--- config.mk ---
export PLATFORM = sky130hd
export DESIGN_NAME = msp_mix_flat
export DESIGN_NICKNAME = d
export VERILOG_FILES = /design/src/hdl/msp_pkg.sv /design/src/hdl/msp_if.sv /design/src/hdl/msp_mix.sv /design/src/flat_wrapper.sv
export SDC_FILE = /design/constraint.sdc
export NUM_CORES = 1
export LEC_CHECK = 0
export BUFFER_PORTS_ARGS = -buffer_cell sky130_fd_sc_hd__buf_4
export CAP_MARGIN = 5
export CELL_PAD_IN_SITES_DETAIL_PLACEMENT = 1
export CELL_PAD_IN_SITES_GLOBAL_PLACEMENT = 1
export CORE_MARGIN = 2
export CORE_UTILIZATION = 44
export DETAILED_ROUTE_END_ITERATION = 8
export PLACE_DENSITY = 0.77
export SLEW_MARGIN = 15
export SYNTH_ARGS = -nofsm -noshare
export SYNTH_HDL_FRONTEND = slang
export SYNTH_SLANG_ARGS = --single-unit
--- constraint.sdc ---
create_clock -name clk -period 1.2 [get_ports clk]
set_input_delay 0.24 -clock clk [delete_from_list [all_inputs] [get_ports clk]]
set_output_delay 0.24 -clock clk [all_outputs]
set_load 0.02 [all_outputs]
--- src/hdl/msp_pkg.sv ---
package msp_pkg;

	localparam int NUM_BUFFERS  = 4;
	localparam int BUFFER_DEPTH = 16384;
	localparam int FRAC_BITS    = 12;
	localparam int MIX_SHIFT    = 3;

	localparam int MODE_W     = 2;
	localparam int SEL_W      = 2;
	localparam int ADDR_W     = 14;
	localparam int SAMPLE_W   = 16;
	localparam int STEP_W     = 16;
	localparam int VOL_W      = 9;
	localparam int CFG_ADDR_W = 2;
	localparam int CFG_DATA_W = 16;

	// input item kinds
	localparam logic [MODE_W-1:0] MODE_WRITE  = 2'd0;
	localparam logic [MODE_W-1:0] MODE_COMMIT = 2'd1;
	localparam logic [MODE_W-1:0] MODE_TICK   = 2'd2;

	// configuration register indexes
	localparam logic [CFG_ADDR_W-1:0] CFG_STEP   = 2'd0;
	localparam logic [CFG_ADDR_W-1:0] CFG_VOLUME = 2'd1;
	localparam logic [CFG_ADDR_W-1:0] CFG_PAUSED = 2'd2;

	localparam logic [STEP_W-1:0] STEP_RESET = 16'd4096;
	localparam logic [VOL_W-1:0]  VOL_RESET  = 9'd256;

	// gain is volume / 64
	localparam int VOL_SHIFT = 6;

	localparam int                  OFFSET_BASE = 32'h8000;
	localparam logic [SAMPLE_W-1:0] OUT_MAX     = 16'hffff;
	localparam logic [SAMPLE_W-1:0] SIGN_FLIP   = 16'h8000;

	typedef struct packed {
		logic             tick;
		logic             audible;
		logic             playing;
		logic [SEL_W-1:0] cur_buf;
	} tick_t;

endpackage

--- src/hdl/msp_if.sv ---


interface msp_out_if;
	logic                         valid;
	logic                         ready;
	logic [msp_pkg::SAMPLE_W-1:0] sample_out;
	logic                         playing;
	logic [msp_pkg::SEL_W-1:0]    current_buffer;

	modport source (output valid, sample_out, playing, current_buffer, input ready);
	modport sink (input valid, sample_out, playing, current_buffer, output ready);
endinterface


--- src/hdl/msp_mix.sv ---
module msp_mix #(
	parameter int MIX_SHIFT = msp_pkg::MIX_SHIFT
) (
	input  logic                         clk,
	input  logic                         arst_n,
	input  msp_pkg::tick_t               tick_s1,
	input  logic [msp_pkg::SAMPLE_W-1:0] rd_data,
	input  logic [msp_pkg::VOL_W-1:0]    vol,
	output logic                         adv,
	msp_out_if.source                    results
);

	localparam int PROD_W   = msp_pkg::SAMPLE_W + msp_pkg::VOL_W + 1;
	localparam int SCALED_W = PROD_W - msp_pkg::VOL_SHIFT;
	localparam int OFS_W    = msp_pkg::SAMPLE_W + MIX_SHIFT + 1;
	localparam int MIX_W    = ((SCALED_W > OFS_W) ? SCALED_W : OFS_W) + 1;

	localparam logic signed [PROD_W-1:0] ROUND_C  = PROD_W'((1 << msp_pkg::VOL_SHIFT) - 1);
	localparam logic signed [MIX_W-1:0]  OFFSET_C =
		MIX_W'(longint'(msp_pkg::OFFSET_BASE) << MIX_SHIFT);
	localparam logic signed [MIX_W-1:0]  MAX_C    = MIX_W'(msp_pkg::OUT_MAX);

	logic signed [PROD_W-1:0]     prod, biased;
	logic signed [SCALED_W-1:0]   scaled;
	logic signed [MIX_W-1:0]      mix, shifted;
	logic [msp_pkg::SAMPLE_W-1:0] word;
	logic                         valid_q;
	logic [msp_pkg::SAMPLE_W-1:0] sample_q;
	logic                         playing_q;
	logic [msp_pkg::SEL_W-1:0]    cur_q;

	assign adv = !valid_q || results.ready;

	// divide by 64 toward zero: bias negative products before the shift
	assign prod   = $signed(rd_data) * $signed({1'b0, vol});
	assign biased = prod + (prod[PROD_W-1] ? ROUND_C : '0);
	assign scaled = tick_s1.audible ? SCALED_W'(biased >>> msp_pkg::VOL_SHIFT) : '0;

	assign mix     = OFFSET_C + MIX_W'(scaled);
	assign shifted = mix >>> MIX_SHIFT;

	always_comb begin
		if (mix < 0) begin
			word = '0;
		end else if (shifted > MAX_C) begin
			word = msp_pkg::OUT_MAX;
		end else begin
			word = shifted[msp_pkg::SAMPLE_W-1:0];
		end
	end

	always_ff @(posedge clk or negedge arst_n) begin
		if (!arst_n) begin
			valid_q <= 1'b0;
		end else if (adv) begin
			valid_q <= tick_s1.tick;
		end
	end

	always_ff @(posedge clk) begin
		if (adv) begin
			sample_q  <= word ^ msp_pkg::SIGN_FLIP;
			playing_q <= tick_s1.playing;
			cur_q     <= tick_s1.cur_buf;
		end
	end

	assign results.valid          = valid_q;
	assign results.sample_out     = sample_q;
	assign results.playing        = playing_q;
	assign results.current_buffer = cur_q;

endmodule

--- src/flat_wrapper.sv ---
// flat-port wrapper written by rule: the top's interface ports become plain ports
module msp_mix_flat 
#(
	parameter int MIX_SHIFT = msp_pkg::MIX_SHIFT
)
  (clk, arst_n, tick_s1, rd_data, vol, adv, results_valid, results_sample_out, results_playing, results_current_buffer, results_ready);
  msp_out_if results_i ();
  input  logic clk;
  input  logic arst_n;
  input  msp_pkg::tick_t tick_s1;
  input  logic [msp_pkg::SAMPLE_W-1:0] rd_data;
  input  logic [msp_pkg::VOL_W-1:0] vol;
  output logic adv;
  output wire logic [$bits(results_i.valid)-1:0] results_valid;
  output wire logic [$bits(results_i.sample_out)-1:0] results_sample_out;
  output wire logic [$bits(results_i.playing)-1:0] results_playing;
  output wire logic [$bits(results_i.current_buffer)-1:0] results_current_buffer;
  input wire logic [$bits(results_i.ready)-1:0] results_ready;
  assign results_valid = results_i.valid;
  assign results_sample_out = results_i.sample_out;
  assign results_playing = results_i.playing;
  assign results_current_buffer = results_i.current_buffer;
  assign results_i.ready = results_ready;
  msp_mix #(.MIX_SHIFT(MIX_SHIFT)) u_core (.clk(clk), .arst_n(arst_n), .tick_s1(tick_s1), .rd_data(rd_data), .vol(vol), .adv(adv), .results(results_i));
endmodule
==> results.toml <==
[outcome]
outcome = "complete, but fails checks"
failed_checks = "negative setup slack"

[synth]
synth_edf_count = 19
syn_area_mm2 = 0.00697
ys_ff_latch = 20
synth_cell_types = 77
synth_top_area_share = 0.350
synth.area.top_cells = "fa_1 (35%), ha_1 (11%), inv_1 (9.0%)"
synth_most_common_cell = "inv_1"
synth_ff_type = "edfxtp_1"
syn_avg_cell_area_um2 = 8.80
synth_nets = 1006
synth_area_leader_cell = "fa_1"
async_flop_share = 0.0500
ys_warn_count = 0
ys_seq_area_frac = 0.0855
ys_top_cells_by_count = "inv_1 (168), fa_1 (122), nand2_1 (94)"
syn_inst = 792

[placed_design]
dp_hpwl_um = 19200
gp_congestion = 0.844
io_buffers = 53
placed_area_mm2 = 0.00904
dp_slack_ns = -7.04

[grt]
grt_max_degree = 18
antenna_found_initial = 0
grt_pass1_vias = 8390
grt_overflow = 0
track_usage = 0.364
grt_pass1_wl_um = 46200

[final_layout]
antenna_cells = 0
fin_area_mm2 = 0.0101
fin_util = 0.648
seqCellArea_um2 = 596
drive_gt1_frac = 0.407
fillCellCount = 1779
multi_input_comb_area_mm2 = 0.00629
fin_nets = 1247
area_growth_pct = 45.5

[route]
wl_met1_um = 11600
route.detailed.drc = 0
dr_wl_met3_um = 2110
drt-vias-per-instance = 6.01
wirelength_um = 34300
routed.top_layer = "met4"
first_iter_violations = 570
wl_per_cell_um = 27.5
vias = 7500
wl_met2_um = 17700
route.antenna.remaining_nets = 0
drtPass1Iterations = 5

[timing]
rsz0062_at_grt = "true"
hold_violations = 0
slew_viol_final = 0
finalSetupViolations = 16
period_needed_ns = 8.31
worstMarginPinSlew_ns = 0.931
timing.final.crit_share = 6.92
max_freq_ghz = 0.120
fin_ws_ns = -7.11
hold_ws_ns = 0.149
relSlewSlack = 0.371
skew_ns = 0.00757

[die]
boundaryPins = 54
dieArea_mm2 = 0.0169
rows = 46
coreArea_mm2 = 0.0157
die_h_um = 130
start_util = 0.445
die_w_um = 130

[cts]
clockBufferDepth = 2
clk_root_buffer_cell = "clkbuf_16"
cts.clk_slew.worst_paths_ns = 0.06
h-tree-depth = 1
clock_sinks = 20
clk_latency_ns = 0.27
numCtsBuffers = 3
cts_tree = "built"

[flow_run]
maxCapViolCount = 0

[critical_path]
path_common_cell = "fa_1"
critical_path_class = "in -> reg"
crit_slowest_cell = "fa_1"
arrival_ns = 8.41
startpoint_type = "input pin"
crit_required_ns = 1.30
cpPeakStageDelay_ns = 0.56
path_max_fanout = 8
setup.worst_path.end_class = "flop"

[worst_hold_path]
hold_class = "in -> reg"
## worst paths after layout
kind                                                   from  slack (ns)  depth (start not counted)                                         end
setup / recovery                                 rd_data[8]       -7.11                         30     u_core.results.sample_out[15]$_DFFE_PP_
hold / removal                                   tick_s1[1]        0.15                          1  u_core.results.current_buffer[1]$_DFFE_PP_
setup reg to reg           u_core.results.valid$_DFFE_PN0P_        0.07                          3  u_core.results.sample_out[4]$_SDFFCE_PP0P_
hold reg to reg            u_core.results.valid$_DFFE_PN0P_        0.79                          2  u_core.results.current_buffer[1]$_DFFE_PP_
max in group asynchronous                            arst_n        0.79                          2            u_core.results.valid$_DFFE_PN0P_
min in group asynchronous                            arst_n        0.32                          2            u_core.results.valid$_DFFE_PN0P_
## final cells by class
| type | count | area share |
|---|---|---|
| clock buffers | 4 | 0.00876 |
| well taps | 216 | 0.0266 |
| repair buffers | 265 | 0.224 |
| multi-input cells | 575 | 0.620 |
| inverters | 168 | 0.0622 |
| flip-flops and latches | 20 | 0.0587 |
## layout by cell type, fill, tap and decap left out, types with 8 or more instances in the layout
| master | netlist | final |
|---|---|---|
| and2_1 | 66 | 62 |
| nor3_1 | 11 | 8 |
| ha_1 | 59 | 48 |
| nor2_1 | 22 | 17 |
| xnor2_1 | 21 | 18 |
| edfxtp_1 | 19 | 19 |
| nand2_1 | 94 | 74 |
| fa_1 | 122 | 108 |
| a21o_1 | 8 | 8 |
| o211ai_1 | 9 | 9 |
| buf_6 | 2 | 20 |
| inv_1 | 168 | 145 |
| fa_2 | 0 | 14 |
| o21ai_2 | 2 | 11 |
| buf_4 | 0 | 228 |
| inv_2 | 0 | 23 |
| ha_4 | 0 | 10 |
| nand2_2 | 0 | 17 |
| a21oi_1 | 19 | 15 |
| buf_12 | 0 | 8 |
## worst max-delay path, delay by kind of cell
family                     cells  cell delay, ns
xor gates and xnor gates       2            0.40
buffers and inverters          5            0.41
adders and majority gates      8            3.35
and+or+nand+nor                9            2.67
AOI/OAI and AO/OA              5            1.03
muxes                          1            0.29
## what timing repair did
| item | CTS | global route |
|---|---|---|
| hold endpoints to repair | 1 | 0 |
| setup buffers | 33 | 17 |
| cloned | 3 | 1 |
| pin swaps | 56 | 40 |
| gates resized for setup | 114 | 53 |
| setup endpoints to repair | 17 | 17 |
| hold buffers | 1 | 0 |
## cell families after synthesis
kind of cell    after synthesis  share of synthesized area
mux                           2                    0.00305
buf+inv                     198                      0.109
compound gates              110                      0.118
xor+xnor                     29                     0.0364
fa+ha+maj                   181                      0.456
flops                        20                     0.0855
simple gates                252                      0.192
## per-layer routing
layer	vias up	GRT usage
met5	-	0
met4	0	0.179
met3	239	0.0488
met2	464	0.691
met1	3797	0.396
li1	3000	-
## registers in the layout, indices dropped and copies added (netlist names)
name,flops
u_core.results.current_buffer,2
u_core.results.playing,1
u_core.results.sample_out,16
u_core.results.valid,1
## stage by stage
| step | setup TNS, ns | cells |
|---|---|---|
| after floorplan | -100.82 | 792 |
| after global placement | -103.13 | 1195 |
| after detailed placement | -109.13 | 1195 |
| after CTS | -97.48 | 1233 |
| after global routing | -112.55 | 1248 |
| final | -110.78 | 1248 |
Power is not shown: default switching activity piles up to over one toggle a cycle in this logic, so the estimate is an artifact.
