[config.mk]
export PLATFORM = sky130hd
export DESIGN_NAME = msp_ctrl_flat
export DESIGN_NICKNAME = d
export VERILOG_FILES = /design/src/hdl/msp_pkg.sv /design/src/hdl/msp_if.sv /design/src/hdl/msp_ctrl.sv /design/src/flat_wrapper.sv
export SDC_FILE = /design/constraint.sdc
export NUM_CORES = 1
export LEC_CHECK = 0
export BUFFER_PORTS_ARGS = -buffer_cell sky130_fd_sc_hd__buf_2
export CAP_MARGIN = 10
export CORE_MARGIN = 10
export CORE_UTILIZATION = 45
export CTS_CLUSTER_DIAMETER = 80
export DETAILED_ROUTE_END_ITERATION = 10
export PLACE_DENSITY = 0.82
export SLEW_MARGIN = 20
export SYNTH_ARGS = -nofsm -noshare
export SYNTH_HDL_FRONTEND = slang
export SYNTH_SLANG_ARGS = --single-unit
[constraint.sdc]
create_clock -name clk -period 3.25 [get_ports clk]
set_input_delay 0.325 -clock clk [delete_from_list [all_inputs] [get_ports clk]]
set_output_delay 0.325 -clock clk [all_outputs]
set_load 0.03 [all_outputs]
[src/hdl/msp_pkg.sv]
package msp_pkg;

	localparam int NUM_BUFFERS  = 4;
	localparam int BUFFER_DEPTH = 16384;
	localparam int FRAC_BITS    = 12;
	localparam int MIX_SHIFT    = 3;

	localparam int MODE_W     = 2;
	localparam int SEL_W      = 2;
	localparam int ADDR_W     = 14;
	localparam int SAMPLE_W   = 16;
	localparam int STEP_W     = 16;
	localparam int VOL_W      = 9;
	localparam int CFG_ADDR_W = 2;
	localparam int CFG_DATA_W = 16;

	// input item kinds
	localparam logic [MODE_W-1:0] MODE_WRITE  = 2'd0;
	localparam logic [MODE_W-1:0] MODE_COMMIT = 2'd1;
	localparam logic [MODE_W-1:0] MODE_TICK   = 2'd2;

	// configuration register indexes
	localparam logic [CFG_ADDR_W-1:0] CFG_STEP   = 2'd0;
	localparam logic [CFG_ADDR_W-1:0] CFG_VOLUME = 2'd1;
	localparam logic [CFG_ADDR_W-1:0] CFG_PAUSED = 2'd2;

	localparam logic [STEP_W-1:0] STEP_RESET = 16'd4096;
	localparam logic [VOL_W-1:0]  VOL_RESET  = 9'd256;

	// gain is volume / 64
	localparam int VOL_SHIFT = 6;

	localparam int                  OFFSET_BASE = 32'h8000;
	localparam logic [SAMPLE_W-1:0] OUT_MAX     = 16'hffff;
	localparam logic [SAMPLE_W-1:0] SIGN_FLIP   = 16'h8000;

	typedef struct packed {
		logic             tick;
		logic             audible;
		logic             playing;
		logic [SEL_W-1:0] cur_buf;
	} tick_t;

endpackage

[src/hdl/msp_if.sv]
interface msp_in_if;
	logic                                valid;
	logic                                ready;
	logic [msp_pkg::MODE_W-1:0]          mode;
	logic [msp_pkg::SEL_W-1:0]           buffer_select;
	logic [msp_pkg::ADDR_W-1:0]          sample_address;
	logic signed [msp_pkg::SAMPLE_W-1:0] sample_value;

	modport source (output valid, mode, buffer_select, sample_address, sample_value,
		input ready);
	modport sink (input valid, mode, buffer_select, sample_address, sample_value,
		output ready);
endinterface


interface msp_cfg_if;
	logic                           valid;
	logic                           ready;
	logic [msp_pkg::CFG_ADDR_W-1:0] addr;
	logic [msp_pkg::CFG_DATA_W-1:0] data;

	modport source (output valid, addr, data, input ready);
	modport sink (input valid, addr, data, output ready);
endinterface

[src/hdl/msp_ctrl.sv]
module msp_ctrl #(
	parameter int NUM_BUFFERS  = msp_pkg::NUM_BUFFERS,
	parameter int BUFFER_DEPTH = msp_pkg::BUFFER_DEPTH,
	parameter int FRAC_BITS    = msp_pkg::FRAC_BITS,
	localparam int STORE_AW    = $clog2(NUM_BUFFERS * BUFFER_DEPTH)
) (
	input  logic                        clk,
	input  logic                        arst_n,
	msp_in_if.sink                      items,
	msp_cfg_if.sink                     cfg,
	input  logic                        adv,
	output msp_pkg::tick_t              tick_s1,
	output logic [msp_pkg::VOL_W-1:0]   vol,
	output logic                        ram_we,
	output logic [STORE_AW-1:0]         ram_waddr,
	output logic                        ram_re,
	output logic [STORE_AW-1:0]         ram_raddr
);

	localparam int    BUF_W   = $clog2(NUM_BUFFERS);
	localparam int    IDX_W   = $clog2(BUFFER_DEPTH);
	localparam longint BUF_LEN = longint'(BUFFER_DEPTH) << FRAC_BITS;
	localparam int    POS_W   = $clog2(BUF_LEN + (longint'(1) << msp_pkg::STEP_W));

	localparam logic [POS_W-1:0]    LEN_C   = POS_W'(BUF_LEN);
	localparam logic [STORE_AW-1:0] DEPTH_C = STORE_AW'(BUFFER_DEPTH);
	localparam logic [BUF_W-1:0]    LAST_C  = BUF_W'(NUM_BUFFERS - 1);

	logic [msp_pkg::STEP_W-1:0] step_q;
	logic [msp_pkg::VOL_W-1:0]  vol_q;
	logic                       paused_q;

	logic [NUM_BUFFERS-1:0] full_q, full_n;
	logic [BUF_W-1:0]       pb_q, pb_n, nb, sel_b;
	logic [POS_W-1:0]       pos_q, pos_n, pos_rd, end_cur, end_nxt, pos_sub;
	logic                   active_q, active_n;
	logic                   accept, sel_ok, addr_ok, full_sel, audible, wrap, cont;
	logic [IDX_W-1:0]       idx;

	// configuration writes always land at once
	assign cfg.ready = 1'b1;

	always_ff @(posedge clk or negedge arst_n) begin
		if (!arst_n) begin
			step_q   <= msp_pkg::STEP_RESET;
			vol_q    <= msp_pkg::VOL_RESET;
			paused_q <= 1'b0;
		end else if (cfg.valid) begin
			case (cfg.addr)
				msp_pkg::CFG_STEP:   step_q   <= cfg.data;
				msp_pkg::CFG_VOLUME: vol_q    <= cfg.data[msp_pkg::VOL_W-1:0];
				msp_pkg::CFG_PAUSED: paused_q <= cfg.data[0];
				default: ;
			endcase
		end
	end

	assign vol = vol_q;

	// take a new item whenever stage one is empty or drains this cycle
	assign items.ready = !tick_s1.tick || adv;
	assign accept      = items.valid && items.ready;

	assign sel_b    = BUF_W'(items.buffer_select);
	assign sel_ok   = 32'(items.buffer_select) < NUM_BUFFERS;
	assign addr_ok  = 32'(items.sample_address) < BUFFER_DEPTH;
	assign full_sel = sel_ok && full_q[sel_b];

	assign nb      = (pb_q == LAST_C) ? '0 : pb_q + 1'b1;
	assign end_cur = full_q[pb_q] ? LEN_C : '0;
	assign end_nxt = full_q[nb] ? LEN_C : '0;
	assign wrap    = pos_q >= end_cur;
	assign pos_sub = pos_q - end_cur;
	assign cont    = pos_sub < end_nxt;

	always_comb begin
		full_n   = full_q;
		pb_n     = pb_q;
		pos_n    = pos_q;
		active_n = active_q;
		pos_rd   = pos_q;
		audible  = 1'b0;
		case (items.mode)
			msp_pkg::MODE_COMMIT: begin
				if (sel_ok && !full_sel) begin
					full_n[sel_b] = 1'b1;
					if (!active_q) begin
						pb_n     = sel_b;
						active_n = 1'b1;
					end
				end
			end
			msp_pkg::MODE_TICK: begin
				if (active_q && !paused_q) begin
					if (wrap) begin
						// current buffer is used up: release it and move on
						full_n[pb_q] = 1'b0;
						pb_n         = nb;
						if (cont) begin
							pos_rd  = pos_sub;
							audible = 1'b1;
						end else begin
							full_n[nb] = 1'b0;
							pos_n      = '0;
							active_n   = 1'b0;
						end
					end else begin
						audible = 1'b1;
					end
					if (audible) begin
						pos_n = pos_rd + POS_W'(step_q);
					end
				end
			end
			default: ;
		endcase
	end

	assign idx = pos_rd[FRAC_BITS +: IDX_W];

	assign ram_we    = accept && (items.mode == msp_pkg::MODE_WRITE) && sel_ok && addr_ok
		&& !full_sel;
	assign ram_waddr = STORE_AW'(sel_b) * DEPTH_C + STORE_AW'(items.sample_address);
	assign ram_re    = items.ready;
	assign ram_raddr = STORE_AW'(pb_n) * DEPTH_C + STORE_AW'(idx);

	always_ff @(posedge clk or negedge arst_n) begin
		if (!arst_n) begin
			full_q   <= '0;
			pb_q     <= '0;
			pos_q    <= '0;
			active_q <= 1'b0;
		end else if (accept) begin
			full_q   <= full_n;
			pb_q     <= pb_n;
			pos_q    <= pos_n;
			active_q <= active_n;
		end
	end

	always_ff @(posedge clk or negedge arst_n) begin
		if (!arst_n) begin
			tick_s1 <= '0;
		end else if (items.ready) begin
			tick_s1.tick    <= accept && (items.mode == msp_pkg::MODE_TICK);
			tick_s1.audible <= audible;
			tick_s1.playing <= active_n;
			tick_s1.cur_buf <= msp_pkg::SEL_W'(pb_n);
		end
	end

endmodule

[src/flat_wrapper.sv]
// flat-port wrapper written by rule: the top's interface ports become plain ports
module msp_ctrl_flat 
#(
	parameter int NUM_BUFFERS  = msp_pkg::NUM_BUFFERS,
	parameter int BUFFER_DEPTH = msp_pkg::BUFFER_DEPTH,
	parameter int FRAC_BITS    = msp_pkg::FRAC_BITS,
	localparam int STORE_AW    = $clog2(NUM_BUFFERS * BUFFER_DEPTH)
)
  (clk, arst_n, adv, tick_s1, vol, ram_we, ram_waddr, ram_re, ram_raddr, items_valid, items_mode, items_buffer_select, items_sample_address, items_sample_value, items_ready, cfg_valid, cfg_addr, cfg_data, cfg_ready);
  msp_in_if items_i ();
  msp_cfg_if cfg_i ();
  input  logic clk;
  input  logic arst_n;
  input  logic adv;
  output msp_pkg::tick_t tick_s1;
  output logic [msp_pkg::VOL_W-1:0] vol;
  output logic ram_we;
  output logic [STORE_AW-1:0] ram_waddr;
  output logic ram_re;
  output logic [STORE_AW-1:0] ram_raddr;
  input wire logic [$bits(items_i.valid)-1:0] items_valid;
  input wire logic [$bits(items_i.mode)-1:0] items_mode;
  input wire logic [$bits(items_i.buffer_select)-1:0] items_buffer_select;
  input wire logic [$bits(items_i.sample_address)-1:0] items_sample_address;
  input wire logic [$bits(items_i.sample_value)-1:0] items_sample_value;
  output wire logic [$bits(items_i.ready)-1:0] items_ready;
  input wire logic [$bits(cfg_i.valid)-1:0] cfg_valid;
  input wire logic [$bits(cfg_i.addr)-1:0] cfg_addr;
  input wire logic [$bits(cfg_i.data)-1:0] cfg_data;
  output wire logic [$bits(cfg_i.ready)-1:0] cfg_ready;
  assign items_i.valid = items_valid;
  assign items_i.mode = items_mode;
  assign items_i.buffer_select = items_buffer_select;
  assign items_i.sample_address = items_sample_address;
  assign items_i.sample_value = items_sample_value;
  assign items_ready = items_i.ready;
  assign cfg_i.valid = cfg_valid;
  assign cfg_i.addr = cfg_addr;
  assign cfg_i.data = cfg_data;
  assign cfg_ready = cfg_i.ready;
  msp_ctrl #(.NUM_BUFFERS(NUM_BUFFERS), .BUFFER_DEPTH(BUFFER_DEPTH), .FRAC_BITS(FRAC_BITS)) u_core (.clk(clk), .arst_n(arst_n), .items(items_i), .cfg(cfg_i), .adv(adv), .tick_s1(tick_s1), .vol(vol), .ram_we(ram_we), .ram_waddr(ram_waddr), .ram_re(ram_re), .ram_raddr(ram_raddr));
endmodule
==> results list <==
* Outcome: complete, no violations
* Initial antenna violation count: 0
- Fin worst setup slack: 0.0265 ns
- In the final timing run, aggregate negative setup slack is 0 ns.
- The floorplan step defined a core boundary enclosing 8760 sq um.
* Fraction of met1 tracks used by global routing: 16.3%
* Num ports: 107
* Antenna diode count: 0
* Internal power component: 1.96 mW
- The first detailed-routing pass took 4 iterations.
* Worst hold-check path type: in -> reg
- Setup repair after global routing could not meet its margin everywhere.
- The routed design could run at a clock period as short as 3.22 ns.
- In this run, flip-flops and latches consume 35.5% of the power.
* Total via count in the routed design: 3175
- Proportion of total power due to net switching: 40.8%
- Worst Path Max Fanout: 4
- Synthesis produced a netlist with a net count of 472.
- Routed len/inst: 18.0 microns
- Yosys Warn Count: 0
- After detailed routing, the number of vias per cell comes to 5.84.
- Placed insts: 524
* Maximum number of pins on one net before global-route repair: 48
* Worst setup path class: reg -> out
* Cell type with the largest total area after synthesis: sky130_fd_sc_hd__dfrtp_1
- Capturing element type of the critical path: primary output
* Mean cell area of the mapped netlist: 10.5 sq um
* Filler-free cell count of the finished design: 544
* Portion of synthesized cell area occupied by the leading cell type: 38.6%
- Setup slack at placement: 0.190 ns
- The number of clock buffers added by TritonCTS is 9.
- The die is 115 microns wide.
- Counting flops with a built-in enable in the synthesized netlist gives 0.
- STA puts the critical path data required time at 2.92 ns.
- Peak supply drop: 0.337 mV
* Unique cell type count in the Yosys netlist: 63
- Net switching component of the power: 1.35 mW
- Port buffer count: 61
- WHS Path Cells: 2
- Drc violations: 0
* Final weighted congestion in routability-driven placement: 0.845
* Portion of the post-synthesis area used by sequential elements: 39.8%
* Final worst hold slack: 0.209 ns
- Bufs on Longest Clock Path: 2
- The count of endpoints failing hold in the final timing report is 0.
* Sum of internal, switching and leakage power: 3.31 mW
* Part of the total power dissipated in the clock network: 18.5%
- Global routing used 14.6% of the available tracks.
- For the pin with the worst max-slew slack, the measured transition is 0.743 ns.
* Top_reg_cell synth: sky130_fd_sc_hd__dfrtp_1
* Worst reg2reg path depth: 10
* Clock sink count: 65
* Std cell rows: 34
- After clock tree synthesis, the clock-pin slew on the worst setup and hold paths is 0.07 ns.
- Post-synthesis async set-or-reset flop share: 100%
- At the end of the flow, the number of nets in the layout was 513.
* Die Outline Area: 13300 sq um
- Total of flip-flops plus latches after synthesis: 65
* Share of cells above drive strength 1: 30.0%
- Ranking of synthesized cells by area: sky130_fd_sc_hd__dfrtp_1, sky130_fd_sc_hd__mux2_2, sky130_fd_sc_hd__ha_1, sky130_fd_sc_hd__buf_4, sky130_fd_sc_hd__a22o_1
- In the post-synthesis netlist, the cell with the most instances is sky130_fd_sc_hd__dfrtp_1.
- Power density over the cells: 730 nW/um^2
- The analysis attributes to cell leakage a power of 2.11 nW.
- STA puts the critical path data arrival time at 2.90 ns.
* Top post-synthesis cells by count: sky130_fd_sc_hd__dfrtp_1, sky130_fd_sc_hd__buf_4, sky130_fd_sc_hd__mux2_2, sky130_fd_sc_hd__nand2_1, sky130_fd_sc_hd__ha_1
- Element type at the critical path start: flip-flop
* Maximum achievable frequency: 0.310 GHz
* Rel. slew slack: 50.0%
- The count of pins over their slew limit is 0.
- H-Tree Depth: 3
- Area growth syn-to-layout: 11.0%
- Number of instances in the synthesized netlist: 390
* Fin Clk Skew: 0.0127 ns
* Die height: 115 microns
- Post-route cell area: 4540 sq um
- GR Util met2: 25.4%
- Summing all placed instances gives a cell area of 4290 sq um.
- ANT nets after route: 0
- Across the run, the number of max-cap violations was 0.
- Most used routing layer in global routing: met2
- Measured on the finished design, the core utilization comes to 51.8%.
- Combinational cells account for 46.0% of the total power.
- The worst path uses 99.2% of the clock period.
- Via count of the first global-routing pass: 3381
- CTS tree: done
- DPL Wire Length: 7.21 mm
* Global-route wire length before repair: 16.0 mm
- Endpoints failing setup: 0
* First-iteration detailed-routing DRC count: 169
- For this run, global-route usage on met3 was measured as 4.43%.
- Post-Synthesis Cell Area: 4090 sq um
- After global routing the overflow that remains totals 0.
* Insertion delay of the later-clocked pin in the worst-skew pair: 0.35 ns
- Initial core utilization: 46.7%
- Total Wirelength: 9.77 mm
* Clock tree root driver cell: sky130_fd_sc_hd__clkbuf_8
## routing by layer
metal,vias up,wire (microns)
li1,1499,-
met1,1584,4030
met2,82,5050
met3,10,535
met4,0,158
met5,-,0
## worst max-delay path, stage by stage, from the launching register on
cell and delay (ns):
sky130_fd_sc_hd__dfrtp_1 0.43, sky130_fd_sc_hd__mux4_2 0.54, sky130_fd_sc_hd__ha_4 0.30, sky130_fd_sc_hd__nor4b_4 0.22
sky130_fd_sc_hd__nand4_1 0.16, sky130_fd_sc_hd__o21ai_2 0.23, sky130_fd_sc_hd__and3b_1 0.22, sky130_fd_sc_hd__o21ai_2 0.07
sky130_fd_sc_hd__a22o_1 0.24, sky130_fd_sc_hd__buf_6 0.14
## power by group through the flow
stage | Clock [mW] | Combinational, mW | Sequential (mW)
3_3_place_gp | 0 | 1.36 | 1.17
5_1_grt | 0.661 | 1.67 | 1.20
2_1_floorplan | 0 | 1.09 | 1.21
4_1_cts | 0.632 | 1.47 | 1.17
3_5_place_dp | 0 | 1.42 | 1.18
6_report | 0.614 | 1.52 | 1.17
## final timing paths
kind                                        from                 to  slack [ns]
worst max register to register  u_core.full_q[3]  u_core.tick_s1[0]        0.33
min in group asynchronous                 arst_n      u_core.vol[3]        0.45
max in group asynchronous                 arst_n  u_core.tick_s1[4]        1.84
worst min-delay path                cfg_data[14]  u_core.step_q[14]        0.21
worst max-delay path            u_core.full_q[3]      ram_raddr[15]        0.03
worst min register to register     u_core.vol[3]      u_core.vol[3]        0.50
## what timing repair did
| item | in CTS | in global routing |
|---|---|---|
| endpoints found under the setup margin | 2 | 2 |
| pin swaps | 1 | 5 |
| setup buffers | 0 | 3 |
| hold buffers | 1 | 0 |
| resized for setup | 3 | 7 |
| endpoints found under the hold margin | 16 | 0 |
## sequential cells by signal (all words and copies together), names as in the netlist
register         count
u_core.pos_q        27
u_core.tick_s1       5
u_core.pb_q          2
u_core.vol           9
u_core.paused_q      1
u_core.full_q        4
u_core.active_q      1
u_core.step_q       16
## cell type report
| cell class | instances | area [sq um] |
|---|---|---|
| multi-input combinational | 270 | 2160 |
| fill | 777 | 4220 |
| tap | 108 | 135 |
| timing repair buffer | 71 | 395 |
| sequential | 65 | 1630 |
| inverter | 14 | 52.6 |
| clock buffer | 16 | 170 |
## layout by cell type (no fill, tap or decap), drive strengths merged, types with 4 or more instances in the layout
cell and n:
and3 5, nor4 7, nand4 4, o21ai 16, buf 70, clkbuf 16
nand3 11, a31oi 8, o31ai 7, nand2 27, mux2 28, a22o 14
a21o 7, dfrtp 63, or4 5, nor2 21, ha 24, a211oi 5
xnor2 8, a21oi 19, inv 14, o21bai 4, xor2 4
## logic make-up after synthesis
kind of cell	after synthesis	synth area share, %
XOR/XNOR	12	2.57
adder cells (fa/ha/maj)	25	7.83
other	1	0.0917
AND/OR/NAND/NOR	98	12.8
flip-flops	65	39.8
AO/OA/AOI/OAI	101	18.7
buffers and inverters	55	8.26
multiplexers	33	9.94
Power figures use the tool's default switching activity.
